`config.mk`:
```
export PLATFORM = sky130hd
export DESIGN_NAME = piecewise_linear_interpolator
export DESIGN_NICKNAME = d
export VERILOG_FILES = /design/src/hdl/pli_pkg.sv /design/src/hdl/pli_table_mem.sv /design/src/hdl/pli_divider.sv /design/src/hdl/piecewise_linear_interpolator.sv
export VERILOG_INCLUDE_DIRS = /design/src /design/src/hdl
export SDC_FILE = /design/constraint.sdc
export NUM_CORES = 2
export LEC_CHECK = 0
export BUFFER_PORTS_ARGS = -buffer_cell sky130_fd_sc_hd__buf_2
export CORE_MARGIN = 8
export CORE_UTILIZATION = 68
export CTS_CLUSTER_DIAMETER = 200
export DETAILED_ROUTE_END_ITERATION = 10
export MAX_ROUTING_LAYER = met4
export PLACE_DENSITY = 0.85
export SKIP_CTS_REPAIR_TIMING = 1
export SYNTH_ARGS = -nofsm -noshare
export SYNTH_HDL_FRONTEND = slang
export SYNTH_HIERARCHICAL = 1
export SYNTH_SLANG_ARGS = --single-unit
```
`constraint.sdc`:
```
create_clock -name clk -period 17.1 [get_ports clk]
set_input_delay 2.565 -clock clk [delete_from_list [all_inputs] [get_ports clk]]
set_output_delay 2.565 -clock clk [all_outputs]
set_load 0.03 [all_outputs]
```
`src/hdl/piecewise_linear_interpolator_defines.svh`:
```
// Assertion macros shared by the interpolator RTL.
// Each macro samples on the rising edge of clk and is disabled while arst_n is low.
`ifndef PIECEWISE_LINEAR_INTERPOLATOR_DEFINES_SVH
`define PIECEWISE_LINEAR_INTERPOLATOR_DEFINES_SVH

// A property that must hold at every sampled clock edge.
`define PLI_ASSERT(lbl, prop, msg) \
	lbl: assert property (@(posedge clk) disable iff (!arst_n) (prop)) else $error(msg);

// A condition that, once seen, forces another one on the next clock edge.
`define PLI_ASSERT_NEXT(lbl, ante, cons, msg) \
	lbl: assert property (@(posedge clk) disable iff (!arst_n) (ante) |=> (cons)) else $error(msg);

`endif

```
`src/hdl/pli_pkg.sv`:
```
// ---------------------------------------------------------------------------
// Piecewise linear interpolator package
// Shared word types, field codes, register map and controller states.
// ---------------------------------------------------------------------------
`timescale 1ns / 1ps
`default_nettype none

package pli_pkg;

	localparam int VAL_W      = 32;
	localparam int ENTRY_W    = 2 * VAL_W;
	localparam int MAX_POINTS = 16;
	localparam int CFG_W      = 5;
	localparam int PADDR_W    = 3;
	localparam int PDATA_W    = 32;

	localparam logic [CFG_W-1:0] POINTS_RESET = 5'd2;

	// Register index, taken from the word address of the APB port.
	localparam logic REG_POINTS = 1'b0;

	localparam logic KIND_LOAD  = 1'b0;
	localparam logic KIND_QUERY = 1'b1;

	localparam logic [1:0] RS_INTERP = 2'd0;
	localparam logic [1:0] RS_FIRST  = 2'd1;
	localparam logic [1:0] RS_LAST   = 2'd2;

	typedef struct packed {
		logic                    kind;
		logic [3:0]              point_index;
		logic signed [VAL_W-1:0] key_value;
		logic signed [VAL_W-1:0] sample_value;
	} pli_in_t;

	typedef struct packed {
		logic signed [VAL_W-1:0] result_value;
		logic [1:0]              range_status;
	} pli_out_t;

	typedef enum logic [2:0] {
		ST_IDLE,
		ST_SEARCH,
		ST_MUL,
		ST_DIV_GO,
		ST_DIV_WAIT
	} pli_state_t;

endpackage

`default_nettype wire

```
`src/hdl/pli_table_mem.sv`:
```
// ---------------------------------------------------------------------------
// Breakpoint table memory
// One write port and one read port; each entry holds x in the upper half
// and y in the lower half. Read data is registered.
// ---------------------------------------------------------------------------
`timescale 1ns / 1ps
`default_nettype none

module pli_table_mem #(
	parameter int DEPTH = pli_pkg::MAX_POINTS,
	localparam int IDX_W = $clog2(DEPTH)
) (
	input  wire logic                        clk,
	input  wire logic                        we,
	input  wire logic [IDX_W-1:0]            waddr,
	input  wire logic [pli_pkg::ENTRY_W-1:0] wdata,
	input  wire logic [IDX_W-1:0]            raddr,
	output      logic [pli_pkg::ENTRY_W-1:0] rdata
);
	import pli_pkg::*;

	logic [ENTRY_W-1:0] mem [DEPTH];

	always_ff @(posedge clk) begin
		if (we) begin
			mem[waddr] <= wdata;
		end
	end

	always_ff @(posedge clk) begin
		rdata <= mem[raddr];
	end

endmodule

`default_nettype wire

```
`src/hdl/pli_divider.sv`:
```
// ---------------------------------------------------------------------------
// Restoring divider
// Divides a double-width unsigned dividend by a single-width divisor, one
// quotient bit per cycle. The quotient must fit in a single word, which
// holds when the upper half of the dividend is below the divisor.
// ---------------------------------------------------------------------------
`timescale 1ns / 1ps
`default_nettype none

module pli_divider (
	input  wire logic                          clk,
	input  wire logic                          arst_n,
	input  wire logic                          go,
	input  wire logic [2*pli_pkg::VAL_W-1:0]   dividend,
	input  wire logic [pli_pkg::VAL_W-1:0]     divisor,
	output      logic                          done,
	output      logic [pli_pkg::VAL_W-1:0]     quotient
);
	import pli_pkg::*;

	localparam int STEP_W = $clog2(VAL_W);

	logic              run_q;
	logic              done_q;
	logic [STEP_W-1:0] cnt_q;
	logic [VAL_W-1:0]  rem_q;
	logic [VAL_W-1:0]  quo_q;
	logic [VAL_W-1:0]  div_q;
	logic [VAL_W:0]    trial;
	logic [VAL_W:0]    diff;
	logic              ge;
	logic [VAL_W-1:0]  rem_next;

	// The low dividend bits shift out of quo_q as quotient bits shift in.
	assign trial    = {rem_q, quo_q[VAL_W-1]};
	assign diff     = trial - {1'b0, div_q};
	assign ge       = trial >= {1'b0, div_q};
	assign rem_next = ge ? diff[VAL_W-1:0] : trial[VAL_W-1:0];

	always_ff @(posedge clk or negedge arst_n) begin
		if (!arst_n) begin
			run_q  <= 1'b0;
			done_q <= 1'b0;
			cnt_q  <= '0;
		end else begin
			done_q <= 1'b0;
			if (go) begin
				run_q <= 1'b1;
				cnt_q <= '0;
			end else if (run_q) begin
				cnt_q <= cnt_q + 1'b1;
				if (cnt_q == STEP_W'(VAL_W - 1)) begin
					run_q  <= 1'b0;
					done_q <= 1'b1;
				end
			end
		end
	end

	always_ff @(posedge clk) begin
		if (go) begin
			rem_q <= dividend[2*VAL_W-1:VAL_W];
			quo_q <= dividend[VAL_W-1:0];
			div_q <= divisor;
		end else if (run_q) begin
			rem_q <= rem_next;
			quo_q <= {quo_q[VAL_W-2:0], ge};
		end
	end

	assign done     = done_q;
	assign quotient = quo_q;

endmodule

`default_nettype wire

```
`src/hdl/piecewise_linear_interpolator.sv`:
```
// ---------------------------------------------------------------------------
// Piecewise linear interpolator
// Breakpoint table with a linear search and an iterative division stage.
// ---------------------------------------------------------------------------
// Usage:
// A word on item is taken at a rising edge where start is high and busy is
// low. A load word (kind 0) writes one breakpoint into the table in that same
// cycle and leaves busy low, so loads may follow back to back. A query word
// (kind 1) raises busy while the table is scanned from slot 0, one slot per
// cycle through the memory read port, then, if the key falls between two
// points, a multiply step and a restoring division. The division dominates
// the time that a query takes. The result word appears on result with
// result_strobe high for one cycle and stays there until the next result;
// the receiver cannot stall it. The user must write points_in_use over the
// APB port only while the block is idle; the block itself does not enforce
// this. Reset sets points_in_use to two and returns the control to idle;
// the table contents are undefined until loaded.
// ---------------------------------------------------------------------------
`timescale 1ns / 1ps
`default_nettype none

`include "piecewise_linear_interpolator_defines.svh"

module piecewise_linear_interpolator #(
	parameter int MAX_POINTS = pli_pkg::MAX_POINTS
) (
	input  wire logic                          clk,
	input  wire logic                          arst_n,
	input  wire logic                          psel,
	input  wire logic                          penable,
	input  wire logic                          pwrite,
	input  wire logic [pli_pkg::PADDR_W-1:0]   paddr,
	input  wire logic [pli_pkg::PDATA_W-1:0]   pwdata,
	output      logic [pli_pkg::PDATA_W-1:0]   prdata,
	output      logic                          pready,
	input  wire logic                          start,
	output      logic                          busy,
	input  wire pli_pkg::pli_in_t              item,
	output      logic                          result_strobe,
	output      pli_pkg::pli_out_t             result
);
	import pli_pkg::*;

	localparam int IDX_W = $clog2(MAX_POINTS);

	pli_state_t         state_q, state_d;
	logic [CFG_W-1:0]   points_q;
	logic [IDX_W-1:0]   idx_q;
	logic [IDX_W-1:0]   last_q;
	logic signed [VAL_W-1:0] key_q;
	logic [VAL_W-1:0]   x1_q, y1_q;
	logic [VAL_W-1:0]   dx_q, span_q, mag_q;
	logic               neg_q;
	logic [ENTRY_W-1:0] prod_q;
	logic               strobe_q;
	pli_out_t           res_q;

	logic               accept;
	logic               cfg_wr;
	logic               mem_we;
	logic [IDX_W-1:0]   raddr;
	logic [ENTRY_W-1:0] rdata;
	logic [VAL_W-1:0]   rd_x, rd_y;
	logic               hit;
	logic               at_last;
	logic               div_go;
	logic               div_done;
	logic [VAL_W-1:0]   quo;
	logic               out_valid;
	pli_out_t           out_word;
	logic [31:0]        n_pts;
	logic [VAL_W:0]     dx_full, span_full, dy_full, dy_abs;

	// Configuration port
	assign pready = 1'b1;
	assign cfg_wr = psel && penable && pwrite && pready && (paddr[2] == REG_POINTS);
	assign prdata = (paddr[2] == REG_POINTS) ? {{(PDATA_W-CFG_W){1'b0}}, points_q} : '0;

	always_ff @(posedge clk or negedge arst_n) begin
		if (!arst_n) begin
			points_q <= POINTS_RESET;
		end else if (cfg_wr) begin
			points_q <= pwdata[CFG_W-1:0];
		end
	end

	assign busy   = (state_q != ST_IDLE);
	assign accept = start && !busy;
	assign mem_we = accept && (item.kind == KIND_LOAD)
		&& ({28'd0, item.point_index} < 32'(MAX_POINTS));

	// Zero points count as one; counts beyond the table saturate.
	always_comb begin
		n_pts = {{(32-CFG_W){1'b0}}, points_q};
		if (n_pts == 32'd0) begin
			n_pts = 32'd1;
		end
		if (n_pts > 32'(MAX_POINTS)) begin
			n_pts = 32'(MAX_POINTS);
		end
	end

	pli_table_mem #(
		.DEPTH(MAX_POINTS)
	) u_mem (
		.clk   (clk),
		.we    (mem_we),
		.waddr (IDX_W'(item.point_index)),
		.wdata ({item.key_value, item.sample_value}),
		.raddr (raddr),
		.rdata (rdata)
	);

	assign rd_x    = rdata[ENTRY_W-1:VAL_W];
	assign rd_y    = rdata[VAL_W-1:0];
	assign hit     = $signed(rd_x) >= key_q;
	assign at_last = (idx_q == last_q);

	assign dx_full   = {key_q[VAL_W-1], key_q} - {x1_q[VAL_W-1], x1_q};
	assign span_full = {rd_x[VAL_W-1], rd_x} - {x1_q[VAL_W-1], x1_q};
	assign dy_full   = {rd_y[VAL_W-1], rd_y} - {y1_q[VAL_W-1], y1_q};
	assign dy_abs    = dy_full[VAL_W] ? (~dy_full + 1'b1) : dy_full;

	pli_divider u_div (
		.clk      (clk),
		.arst_n   (arst_n),
		.go       (div_go),
		.dividend (prod_q),
		.divisor  (span_q),
		.done     (div_done),
		.quotient (quo)
	);

	always_ff @(posedge clk or negedge arst_n) begin
		if (!arst_n) begin
			state_q <= ST_IDLE;
		end else begin
			state_q <= state_d;
		end
	end

	// The read port runs one slot ahead of the compare so the scan moves a
	// slot every cycle.
	always_comb begin
		state_d   = state_q;
		raddr     = idx_q + 1'b1;
		div_go    = 1'b0;
		out_valid = 1'b0;
		out_word  = '0;
		unique case (state_q)
			ST_IDLE: begin
				raddr = '0;
				if (accept && (item.kind == KIND_QUERY)) begin
					state_d = ST_SEARCH;
				end
			end
			ST_SEARCH: begin
				if (hit) begin
					if (idx_q == '0) begin
						state_d   = ST_IDLE;
						out_valid = 1'b1;
						out_word  = '{result_value: rd_y, range_status: RS_FIRST};
					end else begin
						state_d = ST_MUL;
					end
				end else if (at_last) begin
					state_d   = ST_IDLE;
					out_valid = 1'b1;
					out_word  = '{result_value: rd_y, range_status: RS_LAST};
				end
			end
			ST_MUL: begin
				state_d = ST_DIV_GO;
			end
			ST_DIV_GO: begin
				div_go  = 1'b1;
				state_d = ST_DIV_WAIT;
			end
			ST_DIV_WAIT: begin
				if (div_done) begin
					state_d   = ST_IDLE;
					out_valid = 1'b1;
					out_word  = '{result_value: neg_q ? (y1_q - quo) : (y1_q + quo),
						range_status: RS_INTERP};
				end
			end
			default: begin
				state_d = ST_IDLE;
			end
		endcase
	end

	always_ff @(posedge clk or negedge arst_n) begin
		if (!arst_n) begin
			idx_q    <= '0;
			strobe_q <= 1'b0;
		end else begin
			strobe_q <= out_valid;
			if (state_q == ST_IDLE) begin
				idx_q <= '0;
			end else if ((state_q == ST_SEARCH) && !hit) begin
				idx_q <= idx_q + 1'b1;
			end
		end
	end

	always_ff @(posedge clk) begin
		if (accept && (item.kind == KIND_QUERY)) begin
			key_q  <= item.key_value;
			last_q <= IDX_W'(n_pts - 32'd1);
		end
		if ((state_q == ST_SEARCH) && !hit) begin
			x1_q <= rd_x;
			y1_q <= rd_y;
		end
		if ((state_q == ST_SEARCH) && hit) begin
			dx_q   <= dx_full[VAL_W-1:0];
			span_q <= span_full[VAL_W-1:0];
			mag_q  <= dy_abs[VAL_W-1:0];
			neg_q  <= dy_full[VAL_W];
		end
		if (state_q == ST_MUL) begin
			prod_q <= mag_q * dx_q;
		end
		if (out_valid) begin
			res_q <= out_word;
		end
	end

	assign result_strobe = strobe_q;
	assign result        = res_q;

	`PLI_ASSERT_NEXT(a_strobe_single, result_strobe, !result_strobe, "result strobe held for two cycles")
	`PLI_ASSERT(a_strobe_after_busy, !result_strobe || $past(busy), "result without a query in progress")
	`PLI_ASSERT(a_write_when_idle, !mem_we || (state_q == ST_IDLE), "table written during a query")
	`PLI_ASSERT(a_div_done_waited, !div_done || (state_q == ST_DIV_WAIT), "division finished unexpectedly")

endmodule

`default_nettype wire
```
* After elaboration in Yosys (flattened, before gate mapping)
Memory sizes are Yosys's and may differ from the RTL's. A register that Yosys moved wholly into a read port is not among the register bits.
Cells that the tools add are included.
** Storage, ports and cells
- RAM bits :: 1024
- Output and inout port bits :: 69
- Memories :: 1
- Register bits after elaboration :: 411
- Input bits :: 110
** Memory list
- u_mem.mem :: words 16, width 64, read ports 1, clocked after Yosys merged registers in 1, write ports 1, RTL line pli_table_mem.sv:22 : logic [ENTRY_W-1:0] mem [DEPTH];
** Cells by class
- Multiplexer cells :: 40
- $mul :: 1
- Bitwise logic cells :: 3
- Add/subtract/negate cells :: 10
- Reductions and logical operators :: 17
- $lt $le $gt $ge :: 3
- Equal/unequal tests :: 9
** Operators by type and width (count)
- $mux W32 :: 7
- $mux W34 :: 4
- $sub A32 B32 Y32 :: 4
- $pmux W34 S2 :: 1
- $mul A32 B32 Y64 :: 1
- $ge A33 B32 Y1 :: 1
- $sub A32 B32 Y33 :: 1
- $add A32 B1 Y32 const B :: 1
- $add A32 B32 Y32 :: 1
- $ge A32 B32 Y1 :: 1
- $not A32 Y32 :: 1
- $mux W5 :: 4
- $mux W4 :: 4
- $pmux W3 S5 :: 1
- $mux W1 :: 13
- $mux W3 :: 4
- $logic_and A1 B1 Y1 :: 8
- $eq A3 B2 Y1 const B :: 2
- $add A5 B1 Y5 const B :: 1
- $eq A5 B5 Y1 const B :: 1
- $gt A5 B5 Y1 const B :: 1
- $logic_not A5 Y1 :: 1
- $add A4 B1 Y4 const B :: 1
- $eq A4 B4 Y1 :: 1
- 15 further kinds :: 18

* Depth between registers and ports, before layout
- Depth in word-level cells :: 6
- Mapped depth :: 29
- Mapped depth without buffers :: 27

* By module
The synthesis kept the hierarchy.
** By module, submodules not included
- piecewise_linear_interpolator :: seq. area each 9185.1 µm², instances 1, area an instance 52276.4 µm², cells an instance 5429
- pli_table_mem :: seq. area each 32030.7 µm², instances 1, area an instance 39581.7 µm², cells an instance 1647
- pli_divider :: seq. area each 3057.9 µm², instances 1, area an instance 5953.2 µm², cells an instance 526

* Worst setup path before layout
No wires, ideal clock.
- Path type :: input port to flip-flop
- From :: input port start
- To :: memory u_mem/mem[0][0] (netlist name), enable pin
- Library setup time :: 0.565 ns
- Path slack :: 8.905 ns
- Required time :: 16.535 ns
- Data arrival time :: 7.630 ns
- Cell stages on the path :: 4
- Cell sequence :: nand2_1 nor2_1 or3b_2 nor3_1
** On the way
- Longest elaborated chain between the ends :: 4
** RTL lines
- from (decl) :: RTL line piecewise_linear_interpolator.sv:36 : input wire logic start,
- $logic_and A1 B1 Y1 :: RTL line piecewise_linear_interpolator.sv:88 : assign accept = start && !busy;
- $logic_and A1 B1 Y1 :: RTL line piecewise_linear_interpolator.sv:89 : assign mem_we = accept && (item.kind == KIND_LOAD)
- net mem_we :: RTL line piecewise_linear_interpolator.sv:60 : logic mem_we;
- $mux W1 :: RTL line pli_table_mem.sv:25 : if (we) begin
- $mux W1 (implied by the code) :: RTL line pli_table_mem.sv:26 : mem[waddr] <= wdata;
- to (decl) :: RTL line pli_table_mem.sv:22
The timed path passes the listed nets, and every way through them passes these cells.

* Worst setup path in the final report
- From :: register dx_q[2]
- To :: register prod_q[61] (data pin)
** On the way
- Longest elaborated chain between the ends :: 1
** RTL lines
- from (decl) :: RTL line piecewise_linear_interpolator.sv:52 : logic [VAL_W-1:0] dx_q, span_q, mag_q;
- from (signal assigned) :: RTL line piecewise_linear_interpolator.sv:217 : dx_q <= dx_full[VAL_W-1:0];
- $mul A32 B32 Y64 :: RTL line piecewise_linear_interpolator.sv:223 : prod_q <= mag_q * dx_q;
- to (signal assigned) :: RTL line piecewise_linear_interpolator.sv:223
- to (decl) :: RTL line piecewise_linear_interpolator.sv:54 : logic [ENTRY_W-1:0] prod_q;
No other way between the ends.
A chain may end at the register's enable or synchronous reset.

==> run summary <==
## Drt
- **Initial DRC Count** 6757
- **routed wire length** 251000 µm
- **total vias in the final route** 62500
- **WL/cell** 26.0 µm
- **detailed-router iteration count before antenna repair** 6
- **Remaining DRCs** 0
- **vias per cell** 6.46
- **Final ANT Viol Nets** 0

## Layout
- **footprint of the flip-flops and latches** 44300 µm²
- **filler cell count in the final layout** 8720
- **final design area excluding fillers** 105000 µm²
- **area of combinational cells with multiple inputs** 48100 µm²
- **signed area change from the synthesized netlist to the final layout** 7.33%
- **share of cells above drive strength 1** 0.107
- **# nets final** 9103

## Synth
- **share of flip-flops with an asynchronous set or reset** 0.0133
- **post-synthesis instance area** 97800 µm²
- **number of synthesized flops with an enable pin** 1415
- **top area cells in the synthesized netlist** edfxtp_1 (43%), fa_1 (18%), mux4_2 (5.9%)
- **library cell with the largest summed area after synthesis** edfxtp_1
- **most used flip-flop cell after synthesis** edfxtp_1
- **Synth top cells by count** edfxtp_1 (1415), inv_1 (1079), fa_1 (901)
- **most common cell in the synthesized netlist** edfxtp_1
- **cell count after synthesis** 7602
- **mean instance size in the synthesized netlist** 12.9 µm²
- **share of the yosys chip area belonging to registers** 0.453
- **post-synthesis register bit count** 1499
- **total number of yosys warnings** 6
- **portion of synthesized cell area occupied by the leading cell type** 0.434
- **count of distinct cell types in the synthesized netlist** 93

## Global route
- **wire length of the first global-routing pass** 387000 µm
- **GRT Util Overall** 0.331
- **antenna violations before repair** 39
- **largest net degree at the start of global routing** 72
- **vias in the first global route** 66200
- **grt ovf** 0

## Clock network
- **clock tree from TritonCTS** built
- **clock insertion delay at the later pin of the skew report** 0.79 ns
- **number of buffers on the longest clock path** 3
- **clock buffers created by TritonCTS** 138
- **Clock Sinks** 1499
- **library cell used as clock root buffer** clkbuf_16
- **Reg clk slew, reported paths** 0.06 ns
- **# H-tree levels** 4

## Job
- **Max Cap Viol** 0

## Floorplanning
- **die span in x** 395 µm
- **area inside the core boundary** 143000 µm²
- **Die Span Y** 395 µm
- **overall die area** 156000 µm²
- **Cell Rows** 139
- **Initial Util** 0.683
- **I/O pin count** 179

## Critical path
- **Critical Path End** prod_q[61]
- **critical path's top delay family** adder cells
- **number of stages on the worst setup path** 24
- **internal reg-to-reg setup slack** 7.46 ns
- **buffers and inverters on the worst path** 4
- **Slowest Stage Delay on Critical Path** 1.10 ns
- **kind of critical path** register to register
- **critical path required time** 17.68 ns
- **most frequent cell on the critical path** fa_1
- **worst-path cell with the longest stage delay** edfxtp_1
- **capture instance of the worst register-to-register path** prod_q[61]
- **FF-to-FF Start** dx_q[2]
- **number of cells on the worst reg-to-reg path** 24
- **Max Fanout on Critical Path** 32
- **timing startpoint of the critical path** dx_q[2]
- **type of destination of the critical path** register
- **critical path data arrival time** 10.22 ns
- **startpoint type of the worst setup path** register
- **crit-path cells** and2_1 -> fa_1 -> inv_1 -> fa_1 -> fa_1 -> fa_1 -> inv_1 -> fa_1 -> fa_1 -> fa_1 -> inv_1 -> fa_1 -> inv_1 -> ha_1 -> nand3_1 -> nor4_1 -> nand4_1 -> nand3_1 -> a31oi_1 -> o41ai_2 -> a31oi_1 -> o211a_1 -> or4_1 -> o2111ai_1

## STA
- **Max Clk Rate** 0.104 GHz
- **worst relative slew slack** 0.100
- **post-route setup slack** 7.46 ns
- **accumulated negative setup slack** 0 ns
- **actual slew at the worst max-slew pin** 1.35 ns
- **part of the cycle the worst path needs** 0.564
- **min cycle time layout** 9.64 ns
- **number of endpoints with negative hold slack in the final report** 0
- **RSZ-0062 raised after global routing** no
- **clock skew after layout** 0.0480 ns
- **pins over their slew limit** 0
- **number of setup violations in the final report** 0

## Placement
- **placer's final routability congestion estimate** 0.976
- **I/O Buffers** 121
- **Setup Slack @ Placement** 7.65 ns
- **half-perimeter wire length after placement** 159000 µm
- **Cell Area, Placed** 100000 µm²

## Hold path
- **path type of the worst min-delay path** register to register

## Outcome
- **status** completed

## worst min-delay path by stage
stage / startpoint / to / slack (ns) / cells after the start
finish: span_q[14] / u_div/div_q[14] / 0.41 / 0
global route: span_q[8] / u_div/div_q[8] / 0.42 / 0
global placement: span_q[0] / u_div/div_q[0] / 0.40 / 0
CTS: span_q[8] / u_div/div_q[8] / 0.41 / 0
floorplan: span_q[0] / u_div/div_q[0] / 0.40 / 0
detailed placement: span_q[18] / u_div/div_q[18] / 0.40 / 0
## stage by stage
step	hold slack (ns)	cells	utilization
2_1_floorplan	0.400	7628	-
3_3_place_gp	0.401	9396	0.700
3_5_place_dp	0.405	9396	0.700
4_1_cts	0.414	9650	0.733
5_1_grt	0.419	9681	0.733
6_report	0.413	9683	0.733
## final cells by class
type                            instances  share of cell area
Multi-Input combinational cell       4685               0.458
Sequential cell                      1499               0.422
Inverter                             1079              0.0386
Clock buffer                          178              0.0362
Tap cell                             1903              0.0227
Timing Repair Buffer                  230              0.0136
Clock inverter                         76             0.00814
Antenna cell                           33            0.000787
## kinds of logic after synthesis
family / count (synthesis) / share of synthesized area
simple gates: 1795 / 0.0931
flops: 1499 / 0.453
buf+inv: 1444 / 0.0584
fa+ha+maj: 1360 / 0.243
compound gates: 917 / 0.0628
mux: 320 / 0.0662
xor+xnor: 265 / 0.0237
other cells: 2 / 0.0000768
## registers in the layout, indices dropped and copies added (netlist names), 34 cells and up
name         count
result          34
u_mem/mem     1024
u_mem/rdata     64
prod_q          64
## per-layer routing
| layer | up-vias | track usage | wire length [µm] |
|---|---|---|---|
| met5 | - | - | 0 |
| met4 | 0 | 0.155 | 13500 |
| met3 | 903 | 0.0642 | 25900 |
| met2 | 4056 | 0.527 | 122000 |
| met1 | 31500 | 0.414 | 90100 |
| li1 | 26100 | - | - |
## cells in the final DEF, fill, tap and decap left out, types with 33 or more instances in the layout
master | Yosys | layout
a21oi_1 | 233 | 233
dfxtp_1 | 64 | 64
ha_1 | 459 | 459
xor2_1 | 87 | 87
edfxtp_1 | 1415 | 1415
nor3_1 | 44 | 38
mux4_2 | 256 | 256
clkbuf_16 | 0 | 142
buf_4 | 37 | 109
a211oi_1 | 33 | 33
and2_1 | 634 | 633
xnor2_1 | 178 | 178
a21o_1 | 96 | 96
nand3_1 | 64 | 64
nand2_1 | 641 | 641
a22oi_1 | 132 | 132
diode_2 | 0 | 33
buf_2 | 20 | 121
fa_1 | 901 | 901
o21ai_0 | 143 | 143
nor2_1 | 205 | 191
mux2_2 | 56 | 56
inv_1 | 1079 | 1077
Power is not shown: default switching activity piles up to over one toggle a cycle in this logic, so the estimate is an artifact.
